==> src/hdl/mch_pkg.sv <==
// ----------------------------------------------------------------------------
// mch_pkg: shared types and constants
// Widths, register indexes, the arctangent table and the data that each
// CORDIC cell carries alongside its rotating vector.
// ----------------------------------------------------------------------------
`default_nettype none

package mch_pkg;

    // Configuration register indexes
    localparam logic [2:0] CFG_OFFSET_X = 3'd0;
    localparam logic [2:0] CFG_OFFSET_Y = 3'd1;
    localparam logic [2:0] CFG_OFFSET_Z = 3'd2;
    localparam logic [2:0] CFG_GAIN_X   = 3'd3;
    localparam logic [2:0] CFG_GAIN_Y   = 3'd4;
    localparam logic [2:0] CFG_GAIN_Z   = 3'd5;
    localparam logic [2:0] CFG_BIAS_Z   = 3'd6;

    // Datapath widths
    localparam int RAW_W  = 16;
    localparam int CFG_W  = 24;
    localparam int NORM_W = 25;
    localparam int ROT_W  = 34;   // rotation x/y, Q2.30 with headroom
    localparam int ANG_W  = 34;   // binary angle accumulators
    localparam int VEC_W  = 60;   // vectoring x/y
    localparam int HDG_W  = 16;
    localparam int TAB_LEN = 24;

    localparam logic signed [ROT_W-1:0] INV_GAIN = 34'sd652032874;
    localparam logic signed [HDG_W-1:0] HDG_LIMIT = 16'sd23040;

    // atan(2^-i) in binary angle units, 2^32 per turn
    localparam logic [31:0] ATAN_TAB [TAB_LEN] = '{
        32'h20000000, 32'h12E4051E, 32'h09FB385B, 32'h051111D4, 32'h028B0D43,
        32'h0145D7E1, 32'h00A2F61E, 32'h00517C55, 32'h0028BE53, 32'h00145F2F,
        32'h000A2F98, 32'h000517CC, 32'h00028BE6, 32'h000145F3, 32'h0000A2F9,
        32'h0000517D, 32'h000028BE, 32'h0000145F, 32'h00000A30, 32'h00000518,
        32'h0000028C, 32'h00000146, 32'h000000A3, 32'h00000051
    };

    // Side data carried through the rotation cells
    typedef struct packed {
        logic signed [RAW_W-1:0] ax;
        logic signed [RAW_W-1:0] ay;
        logic signed [RAW_W-1:0] az;
        logic                    func;
        logic                    flip;
    } t_rside;

    // Side data carried through the vectoring cells
    typedef struct packed {
        logic signed [NORM_W-1:0] nx;
        logic signed [NORM_W-1:0] ny;
        logic signed [NORM_W-1:0] nz;
        logic                     den_zero;
        logic                     num_pos;
        logic                     num_neg;
    } t_vside;

endpackage

`default_nettype wire

==> src/hdl/mch_rot_cell.sv <==
// ----------------------------------------------------------------------------
// mch_rot_cell: one rotation-mode CORDIC cell
// Rotates (x, y) toward the residual angle by atan(2^-STAGE) and registers.
// ----------------------------------------------------------------------------
`default_nettype none

module mch_rot_cell #(
    parameter int STAGE = 0
) (
    input  wire logic                               i_clk,
    input  wire logic                               i_rst_n,
    input  wire logic                               i_ce,
    input  wire logic                               i_vld,
    input  wire logic signed [mch_pkg::ROT_W-1:0]   i_x,
    input  wire logic signed [mch_pkg::ROT_W-1:0]   i_y,
    input  wire logic signed [mch_pkg::ANG_W-1:0]   i_z,
    input  wire mch_pkg::t_rside                    i_side,
    output logic                                    o_vld,
    output logic signed      [mch_pkg::ROT_W-1:0]   o_x,
    output logic signed      [mch_pkg::ROT_W-1:0]   o_y,
    output logic signed      [mch_pkg::ANG_W-1:0]   o_z,
    output mch_pkg::t_rside                         o_side
);

    localparam logic signed [mch_pkg::ANG_W-1:0] ATAN =
        {2'b00, mch_pkg::ATAN_TAB[STAGE]};

    logic signed [mch_pkg::ROT_W-1:0] w_xs, w_ys;
    logic signed [mch_pkg::ROT_W-1:0] n_x, n_y, r_x, r_y;
    logic signed [mch_pkg::ANG_W-1:0] n_z, r_z;
    mch_pkg::t_rside r_side;
    logic r_vld;

    // Rotate by the sign of the residual angle
    assign w_xs = i_x >>> STAGE;
    assign w_ys = i_y >>> STAGE;
    always_comb begin
        if (!i_z[mch_pkg::ANG_W-1]) begin
            n_x = i_x - w_ys;
            n_y = i_y + w_xs;
            n_z = i_z - ATAN;
        end else begin
            n_x = i_x + w_ys;
            n_y = i_y - w_xs;
            n_z = i_z + ATAN;
        end
    end

    always_ff @(posedge i_clk) begin
        if (!i_rst_n) begin
            r_vld <= 1'b0;
        end else if (i_ce) begin
            r_vld <= i_vld;
        end
        if (i_ce) begin
            r_x    <= n_x;
            r_y    <= n_y;
            r_z    <= n_z;
            r_side <= i_side;
        end
    end

    assign o_vld  = r_vld;
    assign o_x    = r_x;
    assign o_y    = r_y;
    assign o_z    = r_z;
    assign o_side = r_side;

endmodule

`default_nettype wire

==> config.mk <==
export PLATFORM = sky130hd
export DESIGN_NAME = mch_rot_cell
export DESIGN_NICKNAME = d
export VERILOG_FILES = /design/src/hdl/mch_pkg.sv /design/src/hdl/mch_rot_cell.sv
export SDC_FILE = /design/constraint.sdc
export NUM_CORES = 1
export LEC_CHECK = 0
export BUFFER_PORTS_ARGS = -buffer_cell sky130_fd_sc_hd__buf_4
export CORE_MARGIN = 2
export CORE_UTILIZATION = 58
export CTS_BUF_LIST = sky130_fd_sc_hd__clkbuf_4
export DETAILED_ROUTE_END_ITERATION = 10
export GPL_ROUTABILITY_DRIVEN = 1
export PLACE_DENSITY = 0.94
export SETUP_SLACK_MARGIN = 0.05
export SLEW_MARGIN = 20
export SYNTH_ARGS = -nofsm -noshare
export SYNTH_HDL_FRONTEND = slang
export SYNTH_SLANG_ARGS = --single-unit
==> constraint.sdc <==
create_clock -name i_clk -period 6.2 [get_ports i_clk]
set_clock_uncertainty 0.2 [all_clocks]
set_input_delay 0.31 -clock i_clk [delete_from_list [all_inputs] [get_ports i_clk]]
set_output_delay 0.31 -clock i_clk [all_outputs]
set_load 0.01 [all_outputs]
==> results of run 1 <==
==> power by group through the flow <==
| stage | registers, mW | clock network (mW) | logic (mW) |
|---|---|---|---|
| after global routing | 1.36 | 0.694 | 1.16 |
| after CTS | 1.33 | 0.637 | 1.04 |
| after detailed placement | 1.36 | 0 | 0.984 |
| final | 1.35 | 0.671 | 1.11 |
| after floorplan | 1.41 | 0 | 0.458 |
| after global placement | 1.35 | 0 | 0.968 |
==> sequential cells by signal, summed over array words and instances (netlist names) <==
register / cells
o_y: 33
o_z: 34
o_vld: 1
o_side: 50
o_x: 34
==> timing repair <==
item | CTS | global route
resized for setup | 0 | 0
hold buffers | 87 | 0
endpoints found under the hold margin | 87 | 0
==> layer usage <==
layer	vias to the layer above	routed length [um]	share of wire, %	track usage, %
met5	-	0	0	3.056
met4	0	3330	7.9	30.64
met3	267	5191	12	15.48
met2	1011	19190	46	70.56
met1	4848	14410	34	52.77
li1	4387	-	-	-
==> per-stage QoR <==
step	area, sq um	hold slack, ps	total power [mW]	instances
2_1_floorplan	10270	208.9	1.871	1007
3_3_place_gp	12690	288.0	2.317	1497
3_5_place_dp	12700	289.5	2.339	1497
4_1_cts	13860	25.34	3.013	1616
5_1_grt	13870	66.33	3.214	1620
6_report	13870	48.27	3.133	1620
==> worst max-delay path, delay by kind of cell <==
kind	cells	cell delay [ps]
simple gates	1	210
fa+ha+maj	2	560
xor+xnor	1	170
compound gates	7	2020
buf+inv	3	760
==> cells by family after synthesis <==
logic type	after synthesis
xor gates and xnor gates	67
muxes	17
DFF	152
adders and majority gates	107
AOI/OAI and AO/OA	323
buffers and inverters	149
and+or+nand+nor	192
==> area by class of cell <==
class / count / area (sq um) / share of cell area (%)
Multi-Input combinational cell: 706 / 5139 / 37.06
Sequential cell: 152 / 4554 / 32.84
Timing Repair Buffer: 397 / 3202 / 23.09
Inverter: 104 / 390.4 / 2.815
Tap cell: 225 / 281.5 / 2.030
Clock inverter: 15 / 162.7 / 1.173
Clock buffer: 17 / 127.6 / 0.9203
Antenna cell: 4 / 10.01 / 0.07218
==> cells in the final DEF, fill, tap and decap left out, drive strengths merged, types with 17 or more instances in the layout <==
cell / synthesis / layout
buf: 13 / 310
edfxtp: 151 / 151
a21oi: 126 / 126
inv: 102 / 108
ha: 103 / 103
dlygate4sd3: 0 / 87
nor2: 68 / 68
xnor2: 59 / 59
o21ai: 54 / 54
nand2: 44 / 44
o21bai: 24 / 24
a21o: 19 / 19
mux2i: 17 / 17
clkbuf: 32 / 17
==> final timing paths <==
check | endpoint | slack, ps | cells past startpoint
max | o_y[30]$_DFFE_PP_ | 2380 | 14
min reg2reg | o_vld$_SDFFE_PN0P_ | 980 | 3
min | o_side[3]$_DFFE_PP_ | 50 | 1
max reg2reg | o_vld$_SDFFE_PN0P_ | 4710 | 3
==> results.ini, run 1 <==
[clocking]
clk_path_buf_depth=2
cts_htree_levels=4
cts_tree=done
clk_latency_ps=610
numCtsBuffers=17
clk_pin_slew_ps=170
postCtsSetupBuffers=0
clock-sinks=152
cts_root_buffer=clkbuf_4

[yosys]
ys_warn_count=0
synth_area_leaders=edfxtp_1 44%, ha_1 13%, a21oi_1 6.1%
syn_inst=1007
synthMuxAreaShare_pct=1.656
synth_edf_count=151
synth.most_common_cell=edfxtp_1
ys_ff_latch=152
synth-xor-area-share_pct=5.711
synth_top_family_by_area=compound AO/OA/AOI/OAI gates
synth_compound_area_share_pct=20.47
avgSynthCellArea_sq_um=10.20
yosys.area_share.simple_pct=8.841
synth_adder_area_share_pct=13.32
yosysTopAreaCell=edfxtp_1
ys.flop_type=edfxtp_1
async_flop_share_pct=0
syn_area_sq_um=10270
yosysUniqueCellTypes=72
syn_nets=1270
yosysTopAreaCellShare_pct=44.13
ys_seq_area_share_pct=44.33
ys_top_cells_by_count=151 x edfxtp_1, 125 x a21oi_1, 103 x ha_1, 97 x inv_1, 68 x nor2_1

[pwr]
p_comb_share_pct=35.6
p_sw_share_pct=36.87
p_seq_share_pct=43.0
leakagePower_nw=6.134
p_sw_mw=1.155
clock_power_share_pct=21.4
peakVddDrop_v=0.0001492
p_per_area_nw_per_um2=226.0
intPower_mw=1.978

[routing]
vias=10510
drt_wl_total_mm=42.12
drt_iter0_markers=1561
vias_per_cell=6.490
first_pass_iters=7
drc=0
antenna_left=0
wire_per_inst_um=26.00

[placed_design]
place_ws_ps=2319
io_buffers=308
gp_congestion=0.9934
dp_hpwl_mm=26.97

[min_path]
min_path_type=input port to register
min_from=i_ce

[sta]
period_share_pct=61.66
slew_viol_final=0
min_period_ps=3823
hold_violations=0
fmax_mhz=261.6
relSlewSlack_pct=38.22
setup_violations=0
setup_slack_ps=2377
worst_pin_slew_ps=926.8
fin_tns_setup_ps=0
rsz0062_at_grt=false

[critical_path]
cp_slowest_cell=dlygate4sd3_1
cp-end-kind=register
critPathLaunchType=input port
crit_path_frequent_cell=a21oi_1
reg2reg_from=o_vld$_SDFFE_PN0P_
slowest_delay_ps=550
critPathKind=input port to register
cp.arrival_ps=4030
cp.required_ps=6410
startpoint=i_y[0]
worstPathCellList=dlygate4sd3_1, buf_4, inv_1, ha_1, fa_1, nand2b_1, a21oi_1, o41a_1, a311o_1, a311oi_1, o211ai_1, a21oi_1, a31oi_1, xnor2_1
cp_max_fo=3

[floorplanning]
ioPinCount=309
core_sq_um=17300
rows=48
die_h_um=137.1
die_x_um=137.1
initial_core_util_pct=59.40
die-area_sq_um=18800

[final_layout]
synthToLayoutAreaGrowth_pct=34.96
layout-drive-gt1-share_pct=26.17
fin_nets=1641
fillers=1054
final_core_util_pct=80.17

[global_routing]
overflow=0
grt_use_total_pct=45.38
grt_pass1_vias=10380
antenna_found_initial=4
grt_max_degree=85
grt_pass1_wl_mm=62.89

[job]
drv_cap=0

[outcome]
outcome=finished clean

No activity file was read; power rests on OpenSTA's default activity.
==> run 2, diff against run 1 <==
- CORE_UTILIZATION: 58 -> 49
- PLACE_DENSITY: 0.94 -> 0.86
- clock period: 6.2 -> 3.1 ns (I/O delays scaled with it)
==> results.ini, run 2 (synthesized netlist as in run 1, its figures left out) <==
[outcome]
outcome=finished clean  ; unchanged

[final_layout]
largest_reg_flops=50  ; unchanged
fin_nets=1806  ; was 1641
mostFrequentLayoutCells=459 x buf_4, 151 x edfxtp_1, 121 x a21oi_1, 103 x ha_1, 98 x dlygate4sd3_1  ; was 309 x buf_4, 151 x edfxtp_1, 125 x a21oi_1, 103 x ha_1, 97 x inv_1
final_core_util_pct=75.12  ; was 80.17%
stdcell_count=1826  ; was 1620
synthToLayoutAreaGrowth_pct=49.35  ; was 34.96%
finalInstanceArea_sq_um=15350  ; was 13870 sq um
layout-drive-gt1-share_pct=34.58  ; was 26.17%
final_common_cell=buf_4  ; unchanged
diodes=0  ; was 4

[routing]
vias=10880  ; was 10510
wire_per_inst_um=23.55  ; was 26.00 um
drt_iter0_markers=1457  ; was 1561
wl_met3_mm=4.683  ; was 5.191 mm
first_pass_iters=6  ; was 7
drc=0  ; unchanged
vias_per_cell=5.959  ; was 6.490
antenna_left=0  ; unchanged
wl_met2_mm=20.23  ; was 19.19 mm
drt_wl_total_mm=43.00  ; was 42.12 mm
wl_met1_mm=15.28  ; was 14.41 mm
routed.top_layer=met5  ; was met4

[placed_design]
post-place-cells=1687  ; was 1497
place_ws_ps=-330.3  ; was 2319 ps
dpl_cell_area_sq_um=13870  ; was 12700 sq um
io_buffers=308  ; unchanged
gp_congestion=0.9989  ; was 0.9934
dp_hpwl_mm=28.88  ; was 26.97 mm

[global_routing]
grt_pass1_vias=10720  ; was 10380
overflow=0  ; unchanged
antenna_found_initial=1  ; was 4
grt_max_degree=81  ; was 85
grt_pass1_wl_mm=62.88  ; was 62.89 mm
grt_use_total_pct=37.69  ; was 45.38%

[sta]
relSlewSlack_pct=47.79  ; was 38.22%
min_period_ps=3035
rsz0062_at_grt=true  ; was false
worst_pin_slew_ps=783.2  ; was 926.8 ps
setup_violations=0  ; unchanged
slew_viol_final=0  ; unchanged
fmax_mhz=329.5
setup_slack_ps=65.01  ; was 2377 ps
whs_ps=44.47  ; was 48.27 ps
period_share_pct=97.90
hold_violations=0  ; unchanged

[critical_path]
cp.required_ps=3260  ; was 6410 ps
critPathKind=input port to register  ; unchanged
cp-end-kind=register  ; unchanged
critPathLaunchType=input port  ; unchanged
cp_max_fo=5  ; was 3
cp.arrival_ps=3200  ; was 4030 ps

[floorplanning]
core_sq_um=20430  ; was 17300 sq um
ioPinCount=309  ; unchanged
die-area_sq_um=22140  ; was 18800 sq um
die_h_um=148.8  ; was 137.1 um
rows=52  ; was 48
initial_core_util_pct=50.29  ; was 59.40%
die_x_um=148.8  ; was 137.1 um

[clocking]
cts_htree_levels=4  ; unchanged
cts_tree=done  ; unchanged
clk_pin_slew_ps=180  ; was 170 ps
cts_root_buffer=clkbuf_4  ; unchanged
clk_path_buf_depth=2  ; unchanged
clock-sinks=152  ; unchanged
clk_latency_ps=610  ; about the same
numCtsBuffers=17  ; unchanged

[min_path]
min_path_type=input port to register  ; unchanged

[pwr]
leakagePower_nw=6.989  ; was 6.134 nW
p_per_area_nw_per_um2=432.8  ; was 226.0 nW/um^2
peakVddDrop_v=0.0002681  ; was 0.0001492 V

[job]
drv_cap=0  ; unchanged

[run 2: changes by cell type in the layout (fill, tap and decap cells not counted), sizes merged]
| cell | before | now |
|---|---|---|
| inv | 108 | 111 |
| buf | 310 | 463 |
| clkbuf | 17 | 18 |
| diode | 4 | 0 |
| clkinvlp | 2 | 1 |
| bufinv | 1 | 2 |
| dlygate4sd3 | 87 | 98 |
| clkinv | 8 | 4 |
| dlymetal6s4s | 0 | 1 |
[run 2: where the power goes]
part	total, mW	switching, mW	internal (mW)
Combinational	2.51	1.33	1.18
Clock	1.44	0.918	0.524
Sequential	2.69	0.108	2.58
[run 2: critical path, cell delays in order]
cell	delay, ps
buf_4	140
dlygate4sd3_1	580
fa_1	460
nand2b_4	190
a21oi_2	230
o41a_1	200
a311o_1	270
a311oi_2	120
buf_4	160
o211ai_1	160
buf_4	160
a21oi_1	70
a21oi_1	200
xnor2_1	100
[run 2: per-stage QoR]
stage / total power, mW / setup TNS (ps)
final: 6.642 / 0
after global routing: 6.844 / -6.062
after CTS: 6.406 / 0
after detailed placement: 4.926 / -3289
after global placement: 4.888 / -2042
after floorplan: 3.745 / 0
[run 2: worst paths after layout]
check	startpoint	endpoint	slack, ps	cells after the start
setup reg to reg	o_vld$_SDFFE_PN0P_	o_vld$_SDFFE_PN0P_	1670	3
hold reg to reg	o_vld$_SDFFE_PN0P_	o_vld$_SDFFE_PN0P_	960	3
hold / removal	i_x[32]	o_x[32]$_DFFE_PP_	40	4
setup / recovery	i_y[1]	o_x[26]$_DFFE_PP_	70	14
[run 2: timing repair]
action / in CTS / in global routing
setup endpoints to repair: 0 / 15
gates resized for setup: 0 / 24
hold buffers: 99 / 0
endpoints found under the hold margin: 180 / 0
buffers inserted: 0 / 8
[run 2: routing by layer]
metal | up-vias | GRT usage [%]
met4 | 2 | 21.29
met1 | 5021 | 44.80
met2 | 945 | 62.66
met5 | - | 0
met3 | 214 | 9.419
li1 | 4700 | -
[run 2: cell type report]
class	count	area, sq um
Multi-Input combinational cell	706	5253
Clock buffer	18	135.1
Sequential cell	152	4554
Clock inverter	14	173.9
Inverter	104	390.4
Tap cell	270	337.8
Timing Repair Buffer	562	4502
Fill cell	1333	5084
