[config.mk]
export PLATFORM = sky130hd
export DESIGN_NAME = mch_vec_cell
export DESIGN_NICKNAME = d
export VERILOG_FILES = /design/src/hdl/mch_pkg.sv /design/src/hdl/mch_vec_cell.sv
export SDC_FILE = /design/constraint.sdc
export NUM_CORES = 1
export LEC_CHECK = 0
export BUFFER_PORTS_ARGS = -buffer_cell sky130_fd_sc_hd__buf_2
export CORE_MARGIN = 2
export CORE_UTILIZATION = 50
export CTS_CLUSTER_DIAMETER = 120
export DETAILED_ROUTE_END_ITERATION = 10
export PLACE_DENSITY = 0.76
export RECOVER_POWER = 25
export SLEW_MARGIN = 15
export SYNTH_ARGS = -nofsm -noshare
export SYNTH_HDL_FRONTEND = slang
export SYNTH_SLANG_ARGS = --single-unit
[constraint.sdc]
create_clock -name i_clk -period 5.3 [get_ports i_clk]
set_input_delay 0.795 -clock i_clk [delete_from_list [all_inputs] [get_ports i_clk]]
set_output_delay 0.795 -clock i_clk [all_outputs]
set_load 0.005 [all_outputs]
[src/hdl/mch_pkg.sv]
// ----------------------------------------------------------------------------
// mch_pkg: shared types and constants
// Widths, register indexes, the arctangent table and the data that each
// CORDIC cell carries alongside its rotating vector.
// ----------------------------------------------------------------------------
`default_nettype none

package mch_pkg;

    // Configuration register indexes
    localparam logic [2:0] CFG_OFFSET_X = 3'd0;
    localparam logic [2:0] CFG_OFFSET_Y = 3'd1;
    localparam logic [2:0] CFG_OFFSET_Z = 3'd2;
    localparam logic [2:0] CFG_GAIN_X   = 3'd3;
    localparam logic [2:0] CFG_GAIN_Y   = 3'd4;
    localparam logic [2:0] CFG_GAIN_Z   = 3'd5;
    localparam logic [2:0] CFG_BIAS_Z   = 3'd6;

    // Datapath widths
    localparam int RAW_W  = 16;
    localparam int CFG_W  = 24;
    localparam int NORM_W = 25;
    localparam int ROT_W  = 34;   // rotation x/y, Q2.30 with headroom
    localparam int ANG_W  = 34;   // binary angle accumulators
    localparam int VEC_W  = 60;   // vectoring x/y
    localparam int HDG_W  = 16;
    localparam int TAB_LEN = 24;

    localparam logic signed [ROT_W-1:0] INV_GAIN = 34'sd652032874;
    localparam logic signed [HDG_W-1:0] HDG_LIMIT = 16'sd23040;

    // atan(2^-i) in binary angle units, 2^32 per turn
    localparam logic [31:0] ATAN_TAB [TAB_LEN] = '{
        32'h20000000, 32'h12E4051E, 32'h09FB385B, 32'h051111D4, 32'h028B0D43,
        32'h0145D7E1, 32'h00A2F61E, 32'h00517C55, 32'h0028BE53, 32'h00145F2F,
        32'h000A2F98, 32'h000517CC, 32'h00028BE6, 32'h000145F3, 32'h0000A2F9,
        32'h0000517D, 32'h000028BE, 32'h0000145F, 32'h00000A30, 32'h00000518,
        32'h0000028C, 32'h00000146, 32'h000000A3, 32'h00000051
    };

    // Side data carried through the rotation cells
    typedef struct packed {
        logic signed [RAW_W-1:0] ax;
        logic signed [RAW_W-1:0] ay;
        logic signed [RAW_W-1:0] az;
        logic                    func;
        logic                    flip;
    } t_rside;

    // Side data carried through the vectoring cells
    typedef struct packed {
        logic signed [NORM_W-1:0] nx;
        logic signed [NORM_W-1:0] ny;
        logic signed [NORM_W-1:0] nz;
        logic                     den_zero;
        logic                     num_pos;
        logic                     num_neg;
    } t_vside;

endpackage

`default_nettype wire

[src/hdl/mch_vec_cell.sv]
// ----------------------------------------------------------------------------
// mch_vec_cell: one vectoring-mode CORDIC cell
// Drives y toward zero by atan(2^-STAGE) and accumulates the angle.
// ----------------------------------------------------------------------------
`default_nettype none

module mch_vec_cell #(
    parameter int STAGE = 0
) (
    input  wire logic                               i_clk,
    input  wire logic                               i_rst_n,
    input  wire logic                               i_ce,
    input  wire logic                               i_vld,
    input  wire logic signed [mch_pkg::VEC_W-1:0]   i_x,
    input  wire logic signed [mch_pkg::VEC_W-1:0]   i_y,
    input  wire logic signed [mch_pkg::ANG_W-1:0]   i_z,
    input  wire mch_pkg::t_vside                    i_side,
    output logic                                    o_vld,
    output logic signed      [mch_pkg::VEC_W-1:0]   o_x,
    output logic signed      [mch_pkg::VEC_W-1:0]   o_y,
    output logic signed      [mch_pkg::ANG_W-1:0]   o_z,
    output mch_pkg::t_vside                         o_side
);

    localparam logic signed [mch_pkg::ANG_W-1:0] ATAN =
        {2'b00, mch_pkg::ATAN_TAB[STAGE]};

    logic signed [mch_pkg::VEC_W-1:0] w_xs, w_ys;
    logic signed [mch_pkg::VEC_W-1:0] n_x, n_y, r_x, r_y;
    logic signed [mch_pkg::ANG_W-1:0] n_z, r_z;
    mch_pkg::t_vside r_side;
    logic r_vld;

    // Rotate toward the x axis; zero y counts as not positive
    assign w_xs = i_x >>> STAGE;
    assign w_ys = i_y >>> STAGE;
    always_comb begin
        if (i_y > 0) begin
            n_x = i_x + w_ys;
            n_y = i_y - w_xs;
            n_z = i_z + ATAN;
        end else begin
            n_x = i_x - w_ys;
            n_y = i_y + w_xs;
            n_z = i_z - ATAN;
        end
    end

    always_ff @(posedge i_clk) begin
        if (!i_rst_n) begin
            r_vld <= 1'b0;
        end else if (i_ce) begin
            r_vld <= i_vld;
        end
        if (i_ce) begin
            r_x    <= n_x;
            r_y    <= n_y;
            r_z    <= n_z;
            r_side <= i_side;
        end
    end

    assign o_vld  = r_vld;
    assign o_x    = r_x;
    assign o_y    = r_y;
    assign o_z    = r_z;
    assign o_side = r_side;

endmodule

`default_nettype wire
==> impl_metrics.ini, run 1 <==
[power]
switching_share_pct = 35.8
seqPwrFrac_pct = 38.7
ir_worst_vdd_mv = 0.252
p_switching_w = 0.00224
p_leak_nw = 9.66
pwr-share-comb_pct = 33.7
power_density_nw_per_um2 = 281
p_int_w = 0.00401
p_clk_share_pct = 27.7

[detailed_routing]
vias = 18967
drtAntennaViolNets = 0
wl_um = 80000
dr.pass1.iters = 6
drt_iter0_drc = 2288
drcViolationCount = 0
wl_per_cell_um = 26.7
viasPerCell = 6.34

[timing]
setup_viol = 0
timing.final.crit_share_pct = 91.0
fin_worst_skew_ns = 0
postLayoutSetupSlackWorst_ns = 0.478
fmax_ghz = 0.207
relSlewSlack_pct = -91.9
finalHoldViolCount = 0
slew_viol_final = 113
fin_tns_setup_ns = 0
rsz0062_at_grt = false
worst_pin_slew_ns = 2.88
final.min_clock_period_ns = 4.82

[floorplan]
die_area_um2 = 38800
initial_core_util_pct = 50.8
rows = 70
coreArea_um2 = 36700
die_w_um = 197
ios = 469
chipHeight_um = 197

[global_route]
grt_pass1_vias = 18228
grt_pass1_wl_um = 116000
grt_max_degree = 113
grt_antenna_before_repair = 3
grt_usage_pct = 39.8
gr-total-overflow = 0

[clocking]
cts.clk_slew.worst_paths_ns = 0.06
clock_latency_ns = 0.56
cts-buffers-inserted = 27
post_cts_resized = 0
htree_levels = 1
cts_buffer_depth = 3
post_cts_buffers = 0
root_buffer = clkbuf_16
cts_tree = built
cts_sinks = 232
cts-hold-fix-buffers = 0

[critical_path]
cp_slowest_cell = ha_1
cpPeakStageDelay_ns = 0.67
critical_path_arrival_ns = 5.15
path_cells = buf_2 -> inv_1 -> ha_1 -> nand4_1 -> nor4_1 -> o21ai_0 -> a21oi_1 -> o21ai_0 -> o21ai_0 -> a21boi_0 -> o311ai_0 -> o21ai_0 -> xnor2_1
crit_buf_inv = 2
start_kind = primary input
cp_top_family = compound AO/OA/AOI/OAI gates
critPathMostFrequentCell = o21ai_0
critPathKind = in -> reg
end_kind = register
r2r_slack_ns = 4.51
critPathMaxFanout = 16
cp.required_ns = 5.63

[run_status]
violations = max-capacitance violations, max-slew violations
status = finished with violations

[yosys]
synth_cell_types = 88
syn-cell-area_um2 = 18600
yosys.area.top_type_share_pct = 37.2
synth_top_cell_by_area = edfxtp_1
synth-edff-count = 231
async_reset_ff_share_pct = 0
avgSynthCellArea_um2 = 9.00
yosysWarningCount = 0
syn_nets = 2492
yosysSeqAreaShare_pct = 37.3
synth_most_common_cell = a21oi_1
synth-main-ff-cell = edfxtp_1
synth_seq_cells = 232
synth_common_cells = a21oi_1 (273), edfxtp_1 (231), inv_1 (186), ha_1 (180), nor2_1 (177)
synth_cells = 2072
synth.area.top_cells = edfxtp_1 (37%), ha_1 (12%), a21oi_1 (7.3%), xnor2_1 (5.2%), o21ai_0 (4.2%)

[layout]
syn2layout_area_growth_pct = 19.2
drive_gt1_share_pct = 22.3
multi_input_area_um2 = 10600
fin_util_pct = 60.5
register_area_um2 = 6960
fillers = 3191
fin_nets = 2924

[job]
maxCapViolations = 1

[placement]
io_buffers = 468
globalplace.congestion = 1.04
dpl.hpwl_um = 64200
pre_cts_ws_ns = 0.0317

[worst_hold_path]
hold_path_class = in -> reg
power groups by stage:
stage / Sequential [W] / Clock, W / Combinational, W
6_report: 0.00242 / 0.00173 / 0.00210
5_1_grt: 0.00243 / 0.00180 / 0.00222
4_1_cts: 0.00241 / 0.00175 / 0.00205
3_5_place_dp: 0.00244 / 0 / 0.00203
3_3_place_gp: 0.00244 / 0 / 0.00204
2_1_floorplan: 0.00246 / 0 / 0.00109
routing by layer:
layer | GRT usage [%] | wire length, um | vias up | share of wire (%)
li1 | - | - | 8430 | -
met1 | 51.9 | 31900 | 9105 | 40
met2 | 62.8 | 35900 | 1206 | 45
met3 | 8.02 | 7520 | 226 | 9.4
met4 | 20.5 | 4750 | 0 | 5.9
met5 | 0.383 | 0 | - | 0
sequential cells by signal, summed over array words and instances, names as in the netlist:
name,flops
o_side,78
o_vld,1
o_x,60
o_y,59
o_z,34
cell families (layout without fill, tap and decap cells):
family          after synthesis  in the layout  synth area share, %
compound gates              716            716                 24.1
simple gates                509            509                 13.0
buf+inv                     286            737                 6.00
flops                       232            232                 37.3
fa+ha+maj                   184            184                 12.5
xor+xnor                    119            119                 5.59
mux                          26             26                 1.40
other cells                   0              3                    0
final cells by class:
type	count	share of cell area, %
Antenna cell	3	0.0338
Clock buffer	33	3.14
Clock inverter	15	0.406
Inverter	195	3.30
Multi-Input combinational cell	1554	47.6
Sequential cell	232	31.3
Tap cell	468	2.64
Timing Repair Buffer	494	11.5
per-stage QoR:
step / std cells / hold slack, ns / total power (W) / instance area, um2
5_1_grt: 2993 / 0.394 / 0.00645 / 22200
2_1_floorplan: 2072 / 0.507 / 0.00355 / 18600
3_3_place_gp: 2943 / 0.507 / 0.00448 / 21400
4_1_cts: 2991 / 0.396 / 0.00620 / 22200
6_report: 2994 / 0.405 / 0.00625 / 22200
3_5_place_dp: 2943 / 0.531 / 0.00447 / 21400
placed cells by master (no fill, tap or decap), drive strengths merged, types with 6 or more instances in the layout:
| cell type | netlist | layout |
|---|---|---|
| a2111oi | 6 | 6 |
| a211o | 9 | 9 |
| a211oi | 20 | 20 |
| a21boi | 7 | 7 |
| a21o | 36 | 36 |
| a21oi | 275 | 275 |
| a221oi | 9 | 9 |
| a31oi | 11 | 11 |
| and3 | 8 | 8 |
| buf | 45 | 489 |
| clkbuf | 46 | 38 |
| clkinv | 6 | 18 |
| edfxtp | 231 | 231 |
| ha | 180 | 180 |
| inv | 189 | 191 |
| mux2i | 25 | 25 |
| nand2 | 115 | 115 |
| nand2b | 12 | 12 |
| nand3 | 24 | 24 |
| nand4 | 46 | 46 |
| nor2 | 179 | 179 |
| nor2b | 20 | 20 |
| nor3 | 40 | 40 |
| nor4 | 36 | 36 |
| o211ai | 23 | 23 |
| o21a | 13 | 13 |
| o21ai | 164 | 164 |
| o21bai | 54 | 54 |
| o22ai | 7 | 7 |
| o311ai | 9 | 9 |
| o31a | 6 | 6 |
| o31ai | 20 | 20 |
| o41ai | 6 | 6 |
| or2 | 7 | 7 |
| xnor2 | 111 | 111 |
| xor2 | 8 | 8 |
path summary, 6_finish.rpt:
| check | start | to | cells past startpoint |
|---|---|---|---|
| max | i_x[21] | o_y[48] | 13 |
| min reg2reg | o_vld | o_vld | 2 |
| max reg2reg | o_vld | o_vld | 2 |
| min | i_side[53] | o_side[53] | 1 |
Power figures use the tool's default switching activity.
==> inputs of run 2 (changes only) <==
--- a/config.mk
+++ b/config.mk
@@ -6,10 +6,11 @@
 export NUM_CORES = 1
 export LEC_CHECK = 0
 export BUFFER_PORTS_ARGS = -buffer_cell sky130_fd_sc_hd__buf_2
-export CORE_MARGIN = 2
+export CORE_MARGIN = 8
 export CORE_UTILIZATION = 50
 export CTS_CLUSTER_DIAMETER = 120
 export DETAILED_ROUTE_END_ITERATION = 10
+export MAX_ROUTING_LAYER = met4
 export PLACE_DENSITY = 0.76
 export RECOVER_POWER = 25
 export SLEW_MARGIN = 15
==> run 2 against run 1 <==
  * The run still ends with max-capacitance violations, max-slew violations left
  * Sequential power about the same
  * Die area up 13%
  * Cell count is essentially flat
  * Register-to-register slack improved by 0.11 ns
  * Critical path type unchanged
  * Largest cell class unchanged
  * Worst hold slack worse by 0.021 ns
  * Total power grew 3.2%
==> impl_metrics.ini, run 2 (synthesized netlist as in run 1, its figures left out) <==
[run_status]
status = finished with violations
violations = max-capacitance violations, max-slew violations

[floorplan]
die_area_um2 = 43700
rows = 70
initial_core_util_pct = 50.8
die_w_um = 209
ios = 469
coreArea_um2 = 36700
chipHeight_um = 209

[critical_path]
crit_buf_inv = 2
start_kind = primary input
critPathMostFrequentCell = o21ai_0
cpPeakStageDelay_ns = 0.69
path_cells = buf_2 -> inv_1 -> ha_1 -> nand4_1 -> nor4_1 -> o21ai_0 -> a21oi_1 -> o21ai_0 -> o21ai_1 -> a21boi_0 -> o311ai_0 -> o21ai_0 -> xnor2_1
worstRegToRegCells = 2
r2r_slack_ns = 4.62
critical_path_arrival_ns = 5.24
critPathKind = in -> reg
timing.rr.start = o_vld
cp_top_family = compound AO/OA/AOI/OAI gates
end_kind = register
r2r_end = o_vld
critPathMaxFanout = 16
cp.required_ns = 5.59
cp_slowest_cell = o21ai_1

[clocking]
cts_buffer_depth = 3
root_buffer = clkbuf_16
cts-hold-fix-buffers = 0
htree_levels = 1
cts_sinks = 232
cts_tree = built
cts.clk_slew.worst_paths_ns = 0.07
cts-buffers-inserted = 27
clock_latency_ns = 0.55

[detailed_routing]
wl_um = 80800
dr.pass1.iters = 7
viasPerCell = 6.31
drcViolationCount = 0
drt_iter0_drc = 2234
drtAntennaViolNets = 0
vias = 18870
wl_per_cell_um = 27.0

[placement]
io_buffers = 468
placed_area_um2 = 21400
globalplace.congestion = 1.02
pre_cts_ws_ns = -0.243
dpl.hpwl_um = 65100
place_inst = 2939

[worst_hold_path]
whs_endpoint = o_side[21]
hold_start = i_side[21]
min_delay_path_depth = 1
hold_path_class = in -> reg

[power]
p_leak_nw = 9.68
ir_worst_vdd_mv = 0.220
power_density_nw_per_um2 = 289

[job]
maxCapViolations = 1

[layout]
fin_cells = 2992
drive_gt1_share_pct = 22.3
largest_register_ffs = 78
syn2layout_area_growth_pct = 19.6
fin_nets = 2920
layout_commonest_cell = buf_2
stdcell_area_um2 = 22300
layout_common_cells = buf_2 (460), a21oi_1 (273), edfxtp_1 (231)

[timing]
worst_pin_slew_ns = 4.20
timing.final.crit_share_pct = 93.5
postLayoutSetupSlackWorst_ns = 0.347
finalHoldViolCount = 0
final.min_clock_period_ns = 4.95
relSlewSlack_pct = -180
fmax_ghz = 0.202
rsz0062_at_grt = false
slew_viol_final = 84
fin_worst_skew_ns = 0
setup_viol = 0

[global_route]
grt_max_degree = 110
grt_usage_pct = 36.1
grt_antenna_before_repair = 2
grt_pass1_wl_um = 118000
grt_pass1_vias = 18334
gr-total-overflow = 0
[run 2: how the worst max path moves through the flow]
| stage | from | end | slack [ns] | cells past startpoint |
|---|---|---|---|---|
| 3_5_place_dp | i_x[21] | o_y[48] | -0.24 | 13 |
| 6_report | i_x[21] | o_y[48] | 0.35 | 13 |
| 3_3_place_gp | i_x[21] | o_y[48] | -0.23 | 13 |
| 5_1_grt | i_ce | o_x[44] | 0.28 | 2 |
| 2_1_floorplan | i_x[1] | o_y[53] | 1.87 | 12 |
| 4_1_cts | i_x[21] | o_y[48] | 0.32 | 13 |
[run 2: cell type report]
class	count	area, um2
clock buffer	32	704
clock inverter	18	200
sequential	232	6960
timing repair buffer	490	2530
antenna	3	7.51
multi-input combinational	1554	10600
fill	3115	14400
inverter	195	733
tap	468	586
[run 2: metrics by stage]
stage	setup TNS [ns]	hold slack, ns	utilization (%)	power [W]
2_1_floorplan	0	0.507	-	0.00355
6_report	0	0.385	60.8	0.00645
4_1_cts	0	0.369	60.8	0.00642
3_3_place_gp	-0.230	0.498	58.3	0.00447
3_5_place_dp	-0.243	0.521	58.3	0.00447
5_1_grt	0	0.370	60.8	0.00668
[run 2: timing repair]
item | in CTS | in global routing
buffers inserted | 0 | 0
endpoints found under the hold margin | 0 | 0
resized for setup | 0 | 1
setup endpoints to repair | 0 | 1
[run 2: metal layers]
layer,vias up,track usage (%),part of all wire [%]
met5,-,-,0
met4,0,15.4,4.8
met3,201,7.12,9.5
met2,1246,57.6,46
met1,9007,44.3,40
li1,8416,-,-
[run 2: where the power goes]
group | switching [W] | total, W | internal, W
sequential | 0.0000849 | 0.00242 | 0.00233
combinational | 0.00134 | 0.00208 | 0.000740
clock | 0.000835 | 0.00195 | 0.00111
==> inputs of run 3 (changes only) <==
--- a/config.mk
+++ b/config.mk
@@ -8,6 +8,7 @@
 export BUFFER_PORTS_ARGS = -buffer_cell sky130_fd_sc_hd__buf_2
 export CORE_MARGIN = 8
 export CORE_UTILIZATION = 50
+export CTS_BUF_LIST = sky130_fd_sc_hd__clkbuf_4
 export CTS_CLUSTER_DIAMETER = 120
 export DETAILED_ROUTE_END_ITERATION = 10
 export MAX_ROUTING_LAYER = met4
==> run 3 against run 2 <==
  * The run still ends with max-capacitance violations, max-slew violations left
  * Largest power group unchanged
  * Design area down 0.64%
  * Global-route usage up 0.35 points
  * Cell count up 2.0%
  * Combinational power about the same
  * Critical path depth unchanged
  * Core utilization down 0.39 points
  * Critical path type unchanged
==> impl_metrics.ini, run 3 (synthesized netlist as in run 1, its figures left out) <==
[run_status]
status = finished with violations
violations = max-capacitance violations, max-slew violations

[detailed_routing]
vias = 19189
drt_iter0_drc = 2144
viasPerCell = 6.29
wl_um = 81200
drtAntennaViolNets = 0
dr.pass1.iters = 9
drcViolationCount = 0
wl_per_cell_um = 26.6

[timing]
slew_viol_final = 84
finalHoldViolCount = 0
worst_pin_slew_ns = 4.83
final.min_clock_period_ns = 5.21
fmax_ghz = 0.192
timing.final.crit_share_pct = 98.3
relSlewSlack_pct = -222
fin_tns_setup_ns = 0
fin_worst_skew_ns = 0
setup_viol = 0
rsz0062_at_grt = false

[critical_path]
end_kind = register
critPathMaxFanout = 16
cp.required_ns = 5.82
start_kind = primary input
critical_path_arrival_ns = 5.73
critPathKind = in -> reg
timing.rr.start = o_vld
critPathLaunch = i_x[21]
r2r_slack_ns = 4.60

[floorplan]
die_w_um = 209
chipHeight_um = 209
rows = 70
ios = 469
initial_core_util_pct = 50.8
coreArea_um2 = 36700
die_area_um2 = 43700

[power]
ir_worst_vdd_mv = 0.176
power_density_nw_per_um2 = 274
p_leak_nw = 9.71

[layout]
layout_commonest_cell = buf_2
multi_input_area_um2 = 10600
fin_nets = 2954
fin_util_pct = 60.4
layout_common_cells = buf_2 (462), a21oi_1 (273), edfxtp_1 (231)
stdcell_area_um2 = 22200
fillers = 3132
register_area_um2 = 6960
syn2layout_area_growth_pct = 18.9
largest_register_ffs = 78
drive_gt1_share_pct = 23.8

[global_route]
grt_antenna_before_repair = 5
gr-total-overflow = 0
grt_pass1_vias = 18632
grt_max_degree = 110
grt_pass1_wl_um = 119000
grt_usage_pct = 36.4

[clocking]
post_cts_buffers = 0
cts_sinks = 232
post_cts_resized = 0
cts-buffers-inserted = 61
root_buffer = clkbuf_4
cts_buffer_depth = 3
cts.clk_slew.worst_paths_ns = 0.08
clock_latency_ns = 0.78
cts-hold-fix-buffers = 0
cts_tree = built
htree_levels = 2

[worst_hold_path]
hold_start = i_side[9]
hold_path_class = in -> reg

[placement]
placed_area_um2 = 21400
io_buffers = 468
dpl.hpwl_um = 65100
globalplace.congestion = 1.02

[job]
maxCapViolations = 1
run 3: changes by cell type in the layout (fill, tap and decap cells not counted), moves of 3 or more:
cell | before | now
clkinvlp_4 | 3 | 0
clkbuf_16 | 27 | 0
clkinv_2 | 3 | 6
clkbuf_1 | 11 | 6
bufinv_16 | 3 | 0
clkinv_1 | 7 | 18
clkbuf_4 | 0 | 87
inv_6 | 7 | 1
run 3: worst paths after layout:
| check | endpoint | cells past startpoint |
|---|---|---|
| setup / recovery | o_y[48] | 13 |
| hold / removal | o_side[9] | 1 |
| setup reg to reg | o_vld | 2 |
| hold reg to reg | o_vld | 2 |
run 3: where the power goes:
part	leakage [nW]	total, W	switching, W	internal [W]
Clock	0.456	0.00158	0.000817	0.000762
Sequential	2.27	0.00242	0.0000844	0.00233
Combinational	6.98	0.00208	0.00134	0.000740
Total	9.71	0.00608	0.00224	0.00383
run 3: through the flow:
| stage | power, W | worst slack [ns] | hold WS, ns | std cells |
|---|---|---|---|---|
| 2_1_floorplan | 0.00355 | 1.87 | 0.507 | 2072 |
| 3_3_place_gp | 0.00447 | -0.230 | 0.498 | 2939 |
| 3_5_place_dp | 0.00447 | -0.243 | 0.521 | 2939 |
| 4_1_cts | 0.00607 | 0.582 | 0.0869 | 3047 |
| 5_1_grt | 0.00634 | 0.175 | 0.105 | 3052 |
| 6_report | 0.00608 | 0.0903 | 0.162 | 3052 |
run 3: routing by layer:
metal | global-route usage, % | share of wire, % | vias to the layer above | routed length (um)
met2 | 57.9 | 46 | 1295 | 37400
met1 | 44.5 | 39 | 9145 | 31900
met3 | 7.12 | 9.6 | 226 | 7790
met5 | - | 0 | - | 0
li1 | - | - | 8523 | -
met4 | 17.0 | 5.1 | 0 | 4100
run 3: worst max-delay path: stages:
cell      delay [ns]
buf_2           0.10
inv_1           0.04
ha_1            0.66
nand4_1         0.31
nor4_1          0.73
o21ai_0         0.18
a21oi_1         0.29
o21ai_0         0.31
o21ai_0         1.00
a21boi_0        0.51
o311ai_0        0.45
o21ai_0         0.18
xnor2_1         0.15
run 3: cell type report:
type | instances | share of cell area, %
Antenna cell | 5 | 0.0565
Clock buffer | 87 | 2.95
Clock inverter | 21 | 0.486
Inverter | 195 | 3.31
Multi-Input combinational cell | 1554 | 47.8
Sequential cell | 232 | 31.4
Tap cell | 468 | 2.64
Timing Repair Buffer | 490 | 11.4
